File: src/design/tnd_pkg.sv
// Shared types and constants for the triangle, noise and delta-modulation mixer.
// No dependencies; used by the controller, the datapath and the top level.
package tnd_pkg;

  localparam int FRAC_BITS_DEF = 8;
  localparam int INT_BITS      = 10;

  localparam int TRI_W   = 4;
  localparam int NOI_W   = 4;
  localparam int DMC_W   = 7;
  localparam int LEVEL_W = 7;
  localparam int DELTA_W = 8;
  localparam int REQ_W   = 2;
  localparam int PIN_W   = 17;

  localparam logic [REQ_W-1:0] REQ_TRI = 2'd0;
  localparam logic [REQ_W-1:0] REQ_NOI = 2'd1;
  localparam logic [REQ_W-1:0] REQ_DMC = 2'd2;

  localparam logic [LEVEL_W-1:0] TRI_MAX = 7'd15;
  localparam logic [LEVEL_W-1:0] NOI_MAX = 7'd15;
  localparam logic [LEVEL_W-1:0] DMC_MAX = 7'd127;

  localparam int PT_W  = 33;
  localparam int PN_W  = 32;
  localparam int PD_W  = 34;
  localparam int X_W   = 35;
  localparam int DEN_W = 42;
  localparam int NUM_W = 51;
  localparam int REM_W = NUM_W + 1;

  localparam logic [28:0] TRI_WEIGHT = 29'd277111758;
  localparam logic [27:0] NOI_WEIGHT = 28'd186242826;
  localparam logic [26:0] DMC_WEIGHT = 27'd100706707;
  localparam logic [DEN_W-1:0] MIX_DENOM = 42'd2279798433066;
  localparam logic [15:0] PIN_GAIN = 16'd63916;
  localparam logic [6:0]  DEN_GAIN = 7'd100;
  localparam logic [PIN_W-1:0] PIN_MAX = 17'h1FFFF;

  typedef enum logic [2:0] {
    ST_IDLE,
    ST_WEIGH,
    ST_SUM,
    ST_SCALE,
    ST_DIV,
    ST_DONE
  } ctrl_state_e;

  typedef struct packed {
    logic accept;
    logic weigh;
    logic sum;
    logic scale;
    logic step;
    logic load;
  } dp_cmd_t;

  typedef struct packed {
    logic div_last;
  } dp_sts_t;

endpackage

File: src/design/tnd_ctrl.sv
// Controller state machine for the mixer core.
// Depends on tnd_pkg; drives the datapath through dp_cmd_t and reads dp_sts_t.
module tnd_ctrl (
  input  logic              clk_i,
  input  logic              rst_ni,
  input  logic              in_valid_i,
  output logic              in_ready_o,
  output logic              out_valid_o,
  input  logic              out_ready_i,
  output tnd_pkg::dp_cmd_t  cmd_o,
  input  tnd_pkg::dp_sts_t  sts_i
);
  import tnd_pkg::*;

  ctrl_state_e state_q, state_d;
  logic        out_valid_q, out_valid_d;
  logic        out_free;

  assign out_free = !out_valid_q || out_ready_i;

  always_comb begin
    state_d = state_q;
    unique case (state_q)
      ST_IDLE:  if (in_valid_i) state_d = ST_WEIGH;
      ST_WEIGH: state_d = ST_SUM;
      ST_SUM:   state_d = ST_SCALE;
      ST_SCALE: state_d = ST_DIV;
      ST_DIV:   if (sts_i.div_last) state_d = ST_DONE;
      ST_DONE:  if (out_free) state_d = ST_IDLE;
      default:  state_d = ST_IDLE;
    endcase
  end

  always_comb begin
    cmd_o      = '0;
    in_ready_o = 1'b0;
    unique case (state_q)
      ST_IDLE: begin
        in_ready_o   = 1'b1;
        cmd_o.accept = in_valid_i;
      end
      ST_WEIGH: cmd_o.weigh = 1'b1;
      ST_SUM:   cmd_o.sum   = 1'b1;
      ST_SCALE: cmd_o.scale = 1'b1;
      ST_DIV:   cmd_o.step  = 1'b1;
      ST_DONE:  cmd_o.load  = out_free;
      default:  cmd_o = '0;
    endcase
  end

  always_comb begin
    out_valid_d = out_valid_q;
    if (cmd_o.load) begin
      out_valid_d = 1'b1;
    end else if (out_ready_i) begin
      out_valid_d = 1'b0;
    end
  end

  assign out_valid_o = out_valid_q;

  always_ff @(posedge clk_i or negedge rst_ni) begin
    if (!rst_ni) begin
      state_q     <= ST_IDLE;
      out_valid_q <= 1'b0;
    end else begin
      state_q     <= state_d;
      out_valid_q <= out_valid_d;
    end
  end

endmodule

File: src/design/tnd_datapath.sv
// Datapath of the mixer core: channel levels, weighting, scaling and the
// restoring divider, plus the result register. Depends on tnd_pkg.
module tnd_datapath #(
  parameter int FracBits = tnd_pkg::FRAC_BITS_DEF
) (
  input  logic                           clk_i,
  input  logic                           rst_ni,
  input  tnd_pkg::dp_cmd_t               cmd_i,
  output tnd_pkg::dp_sts_t               sts_o,
  input  logic [tnd_pkg::REQ_W-1:0]      req_type_i,
  input  logic signed [tnd_pkg::DELTA_W-1:0] delta_i,
  output logic [tnd_pkg::LEVEL_W-1:0]    level_o,
  output logic [tnd_pkg::PIN_W-1:0]      pin_out_o
);
  import tnd_pkg::*;

  localparam int QW   = INT_BITS + FracBits;
  localparam int CW   = $clog2(QW);
  localparam int EXTW = QW + PIN_W;

  function automatic logic [LEVEL_W-1:0] sat_add(input logic [LEVEL_W-1:0] cur,
                                                 input logic signed [DELTA_W-1:0] off,
                                                 input logic [LEVEL_W-1:0] max);
    logic signed [LEVEL_W+1:0] sum;
    sum = $signed({2'b00, cur}) + (LEVEL_W+2)'(off);
    if (sum < 0) begin
      return '0;
    end else if (sum > $signed({2'b00, max})) begin
      return max;
    end else begin
      return sum[LEVEL_W-1:0];
    end
  endfunction

  logic [TRI_W-1:0]   tri_q;
  logic [NOI_W-1:0]   noi_q;
  logic [DMC_W-1:0]   dmc_q;
  logic [LEVEL_W-1:0] lvl_q;
  logic [LEVEL_W-1:0] tri_new, noi_new, dmc_new;

  logic [PT_W-1:0]  pt_q;
  logic [PN_W-1:0]  pn_q;
  logic [PD_W-1:0]  pd_q;
  logic [X_W-1:0]   x_q;
  logic [DEN_W-1:0] den_q;
  logic [REM_W-1:0] rem_q;
  logic [QW-1:0]    quo_q;
  logic [CW-1:0]    cnt_q;

  logic [REM_W-1:0] dsor;
  logic             ge;
  logic [REM_W-1:0] rem_sub;
  logic [EXTW-1:0]  quo_ext;
  logic [PIN_W-1:0] pin_sat;

  logic [LEVEL_W-1:0] level_q;
  logic [PIN_W-1:0]   pin_q;

  assign tri_new = sat_add(LEVEL_W'(tri_q), delta_i, TRI_MAX);
  assign noi_new = sat_add(LEVEL_W'(noi_q), delta_i, NOI_MAX);
  assign dmc_new = sat_add(dmc_q, delta_i, DMC_MAX);

  always_ff @(posedge clk_i or negedge rst_ni) begin
    if (!rst_ni) begin
      tri_q <= '0;
      noi_q <= '0;
      dmc_q <= '0;
    end else if (cmd_i.accept) begin
      unique case (req_type_i)
        REQ_TRI: tri_q <= tri_new[TRI_W-1:0];
        REQ_NOI: noi_q <= noi_new[NOI_W-1:0];
        REQ_DMC: dmc_q <= dmc_new;
        default: ;
      endcase
    end
  end

  assign dsor    = {1'b0, den_q, {(NUM_W-DEN_W){1'b0}}};
  assign ge      = rem_q >= dsor;
  assign rem_sub = ge ? (rem_q - dsor) : rem_q;
  assign quo_ext = EXTW'(quo_q);
  assign pin_sat = (quo_ext > EXTW'(PIN_MAX)) ? PIN_MAX : quo_ext[PIN_W-1:0];

  assign sts_o.div_last = (cnt_q == CW'(QW - 1));

  always_ff @(posedge clk_i) begin
    if (cmd_i.accept) begin
      unique case (req_type_i)
        REQ_TRI: lvl_q <= tri_new;
        REQ_NOI: lvl_q <= noi_new;
        REQ_DMC: lvl_q <= dmc_new;
        default: lvl_q <= '0;
      endcase
    end
    if (cmd_i.weigh) begin
      pt_q <= PT_W'(tri_q) * PT_W'(TRI_WEIGHT);
      pn_q <= PN_W'(noi_q) * PN_W'(NOI_WEIGHT);
      pd_q <= PD_W'(dmc_q) * PD_W'(DMC_WEIGHT);
    end
    if (cmd_i.sum) begin
      x_q <= X_W'(pt_q) + X_W'(pn_q) + X_W'(pd_q);
    end
    if (cmd_i.scale) begin
      den_q <= DEN_W'(x_q) * DEN_W'(DEN_GAIN) + MIX_DENOM;
      rem_q <= REM_W'(NUM_W'(x_q) * NUM_W'(PIN_GAIN));
      quo_q <= '0;
      cnt_q <= '0;
    end
    if (cmd_i.step) begin
      rem_q <= {rem_sub[REM_W-2:0], 1'b0};
      quo_q <= {quo_q[QW-2:0], ge};
      cnt_q <= cnt_q + CW'(1);
    end
    if (cmd_i.load) begin
      level_q <= lvl_q;
      pin_q   <= pin_sat;
    end
  end

  assign level_o   = level_q;
  assign pin_out_o = pin_q;

endmodule

File: src/design/tri_noise_dmc_nonlinear_mixer_core.sv
// Top level of the triangle, noise and delta-modulation nonlinear mixer core.
// Each item runs through the weigh, sum, scale and divide states, and no new
// item is taken before its result is loaded. The restoring divider sets the pace,
// as it retires one quotient bit per cycle (10 integer bits plus FracBits).
// Reset clears all three channel levels and the control state at once.
module tri_noise_dmc_nonlinear_mixer_core #(
  parameter int FracBits = tnd_pkg::FRAC_BITS_DEF
) (
  input  logic                               clk_i,
  input  logic                               rst_ni,
  input  logic                               in_valid_i,
  output logic                               in_ready_o,
  input  logic [tnd_pkg::REQ_W-1:0]          req_type_i,
  input  logic signed [tnd_pkg::DELTA_W-1:0] delta_i,
  output logic                               out_valid_o,
  input  logic                               out_ready_i,
  output logic [tnd_pkg::LEVEL_W-1:0]        level_o,
  output logic [tnd_pkg::PIN_W-1:0]          pin_out_o
);
  import tnd_pkg::*;

  dp_cmd_t cmd;
  dp_sts_t sts;

  tnd_ctrl u_ctrl (
    .clk_i       (clk_i),
    .rst_ni      (rst_ni),
    .in_valid_i  (in_valid_i),
    .in_ready_o  (in_ready_o),
    .out_valid_o (out_valid_o),
    .out_ready_i (out_ready_i),
    .cmd_o       (cmd),
    .sts_i       (sts)
  );

  tnd_datapath #(
    .FracBits (FracBits)
  ) u_datapath (
    .clk_i      (clk_i),
    .rst_ni     (rst_ni),
    .cmd_i      (cmd),
    .sts_o      (sts),
    .req_type_i (req_type_i),
    .delta_i    (delta_i),
    .level_o    (level_o),
    .pin_out_o  (pin_out_o)
  );

endmodule

File: config.mk
export PLATFORM = sky130hd
export DESIGN_NAME = tri_noise_dmc_nonlinear_mixer_core
export DESIGN_NICKNAME = d
export VERILOG_FILES = /design/src/design/tnd_pkg.sv /design/src/design/tnd_ctrl.sv /design/src/design/tnd_datapath.sv /design/src/design/tri_noise_dmc_nonlinear_mixer_core.sv
export SDC_FILE = /design/constraint.sdc
export NUM_CORES = 2
export LEC_CHECK = 0
export BUFFER_PORTS_ARGS = -buffer_cell sky130_fd_sc_hd__buf_2
export CORE_UTILIZATION = 48
export CTS_CLUSTER_SIZE = 16
export DETAILED_ROUTE_END_ITERATION = 6
export GPL_TIMING_DRIVEN = 0
export PLACE_DENSITY = 0.69
export SLEW_MARGIN = 40
export SYNTH_ARGS = -nofsm -noshare
export SYNTH_HDL_FRONTEND = slang
export SYNTH_SLANG_ARGS = --single-unit
File: constraint.sdc
create_clock -name clk_i -period 8.26 [get_ports clk_i]
set_clock_uncertainty 0.15 [all_clocks]
set_input_delay 1.652 -clock clk_i [delete_from_list [all_inputs] [get_ports clk_i]]
set_output_delay 1.652 -clock clk_i [all_outputs]
set_load 0.01 [all_outputs]
==> flow_metrics.env <==
export IMPL_maxSlewViolCount=0
export IMPL_synth_cell_area_um2=34400
export IMPL_portBuffers=37
export IMPL_wire_per_inst_um=17.5
export IMPL_cp_depth=22
export IMPL_finalHoldViolations=0
export IMPL_drv_cap=0
export IMPL_insertion_delay_ps=600
export IMPL_rr_startpoint="u_datapath.x_q[7]"
export IMPL_ys_seq_area_share_pct=24.3
export IMPL_cts_max_level=1
export IMPL_netlist_area_leader_share_pct=23.0
export IMPL_std_cell_rows=97
export IMPL_cp_top_family="adder cells"
export IMPL_fmax_mhz=135
export IMPL_totalWireLength_um=79200
export IMPL_pre_cts_ws_ps=904
export IMPL_rr_worst_depth=22
export IMPL_end_kind="flop"
export IMPL_grt_setup_unrepaired="no"
export IMPL_n_antenna_cell=0
export IMPL_dieArea_um2=72700
export IMPL_grt_use_total_pct=22.2
export IMPL_worstPathCellList="inv_1 -> fa_1 -> fa_1 -> inv_1 -> fa_1 -> fa_1 -> inv_1 -> fa_1 -> fa_1 -> inv_1 -> ha_1 -> a21o_1 -> a21o_1 -> a211oi_1 -> o21ai_0 -> a21oi_1 -> a21oi_1 -> o221ai_1 -> o21ai_0 -> a31oi_1 -> xor2_1 -> mux2i_1"
export IMPL_n_fill_cell=6422
export IMPL_dr_first_iter_drc_count=1378
export IMPL_ys_warn_count=0
export IMPL_crit_buf_inv=4
export IMPL_antenna_found_initial=0
export IMPL_cp_required_ps=8430
export IMPL_worst_hold_slack_ps=268
export IMPL_cp_start_kind="flop"
export IMPL_cts_tree="yes"
export IMPL_avgSynthCellArea_um2=9.88
export IMPL_worst_slew_pin_slew_ps=863
export IMPL_slowest_stage="edfxtp_1"
export IMPL_die_h_um=270
export IMPL_fin_crit_ps=7410
export IMPL_hold_class="reg2reg"
export IMPL_cts_sinks=282
export IMPL_finalSetupViolCount=0
export IMPL_firstDrtPassIters=5
export IMPL_hp_start="u_datapath.lvl_q[1]"
export IMPL_final_net_count=4381
export IMPL_reg2reg_to="u_datapath.rem_q[47]"
export IMPL_gp_congestion=0.922
export IMPL_synth_distinct_cells=90
export IMPL_min_path_cells=0
export IMPL_yosys_area_top_type="edfxtp_1"
export IMPL_synth_area_leaders="edfxtp_1 23%, fa_1 18%, ha_1 18%, inv_1 7.0%, xnor2_1 4.3%"
export IMPL_vias_per_cell=5.40
export IMPL_synthArstFlopShare_pct=6.74
export IMPL_post_synth_top_count_cell="inv_1"
export IMPL_synth_main_ff_cell="edfxtp_1"
export IMPL_clkTransAtPathRegs_ps=70
export IMPL_synth_edff_count=263
export IMPL_synth_commonest_cells="644 x inv_1, 484 x ha_1, 312 x fa_1"
export IMPL_grt_overflow=0
export IMPL_coreArea_um2=70500
export IMPL_synth_ff_latch_count=282
export IMPL_final_seq_area_um2=8370
export IMPL_gr_usage_met2_pct=37.8
export IMPL_crit_top_cell="fa_1"
export IMPL_worst_ep_arrival_time_ps=7580
export IMPL_cts_root_buffer="clkbuf_16"
export IMPL_crit_path_max_incr_delay_ps=620
export IMPL_grt_pass1_wl_um=131000
export IMPL_hold_buffers=0
export IMPL_die_w_um=270
export IMPL_ioPinCount=40
export IMPL_grtUsageMet3_pct=2.98
export IMPL_rrSetupSlack_ps=850
export IMPL_critical_path_class="reg2reg"
export IMPL_cts_buffers=31
export IMPL_grt_start_max_net_pins=43
export IMPL_start_util_pct=48.8
export IMPL_met1_usage_pct=29.5
export IMPL_syn_inst=3483
export IMPL_area_growth_pct=7.52
export IMPL_multi_input_area_um2=23500
export IMPL_syn_nets=4293
export IMPL_status="completed"
export IMPL_fin_ws_ps=855
export IMPL_grt_pass1_vias=25200
export IMPL_drc=0
export IMPL_cp_max_fo=6
export IMPL_layout_drive_gt1_share_pct=5.40
export IMPL_top_usage_layer="met2"
export IMPL_worstHoldEndpoint="u_datapath.level_o[1]"
export IMPL_cts_resized=0
export IMPL_cts_setup_buffers=0
export IMPL_period_share_pct=89.7
export IMPL_clock_path_buffers=3
export IMPL_vias=24500
export IMPL_slew_headroom_pct=42.5
export IMPL_dpl_hpwl_um=67000
export IMPL_ant_nets=0
-- how the worst max path moves through the flow --
stage,startpoint,end,slack [ps]
2_1_floorplan,u_ctrl.state_q[0],u_ctrl.state_q[1],980
3_3_place_gp,u_ctrl.state_q[0],u_ctrl.state_q[1],-1490
3_5_place_dp,u_datapath.x_q[7],u_datapath.rem_q[47],900
4_1_cts,u_datapath.x_q[7],u_datapath.rem_q[47],850
5_1_grt,u_datapath.x_q[7],u_datapath.rem_q[48],440
6_report,u_datapath.x_q[7],u_datapath.rem_q[47],850
-- per-layer routing --
layer	up-vias	wire, µm	part of all wire, %
met5	-	0	0
met4	0	2430	3.1
met3	122	3510	4.4
met2	500	37300	47
met1	11700	36000	45
li1	12200	-	-
-- registers in the layout, indices dropped and copies added (netlist names), 5 cells and up --
register              flops
u_datapath.pn_q          30
u_datapath.cnt_q          5
u_datapath.pt_q          25
u_datapath.den_q         40
u_datapath.lvl_q          7
u_datapath.pin_out_o     17
u_datapath.quo_q         18
u_datapath.rem_q         50
u_datapath.level_o        7
u_datapath.pd_q          29
u_datapath.x_q           35
u_datapath.dmc_q          7
-- placed cells by master (no fill, tap or decap), drive strengths merged, types with 33 or more instances in the layout --
cell,netlist,routed
ha,484,484
nand2b,38,38
a21oi,241,241
nand2,148,148
nor3,37,37
clkbuf,35,69
xor2,95,95
o21a,33,33
buf,10,65
inv,644,648
fa,312,312
o21ai,130,130
xnor2,168,168
mux2i,49,49
or2,38,38
and2,34,34
nand3,41,41
edfxtp,263,263
a21o,120,120
o21bai,43,43
nor2,152,152
-- metrics by stage --
| step | cell area [µm²] | cells | setup TNS [ps] | utilization (%) |
|---|---|---|---|---|
| 4_1_cts | 37000 | 4535 | 0 | 52.5 |
| 2_1_floorplan | 34400 | 3483 | 0 | - |
| 3_5_place_dp | 35900 | 4478 | 0 | 51.0 |
| 3_3_place_gp | 35800 | 4460 | -115160 | 50.7 |
| 5_1_grt | 37000 | 4535 | 0 | 52.5 |
| 6_report | 37000 | 4535 | 0 | 52.5 |
-- cells by family after synthesis --
family          after synthesis  share of synthesized area (%)
compound gates              777                           14.9
xor+xnor                    263                           6.70
fa+ha+maj                   796                           35.8
buf+inv                     689                           7.55
flops                       282                           24.3
mux                          54                           1.59
simple gates                622                           9.12
-- layout make-up --
type,instances,share of cell area (%)
plain buffers,45,0.494
clock buffers,34,2.13
clock inverters,23,0.697
inverters,644,6.54
multi-input cells,2512,63.4
flip-flops and latches,282,22.6
well taps,940,3.18
repair buffers,55,0.900
Power is left out: the tool's default activity adds up to more than one toggle a clock period on the data nets, which glitch-free logic cannot reach.
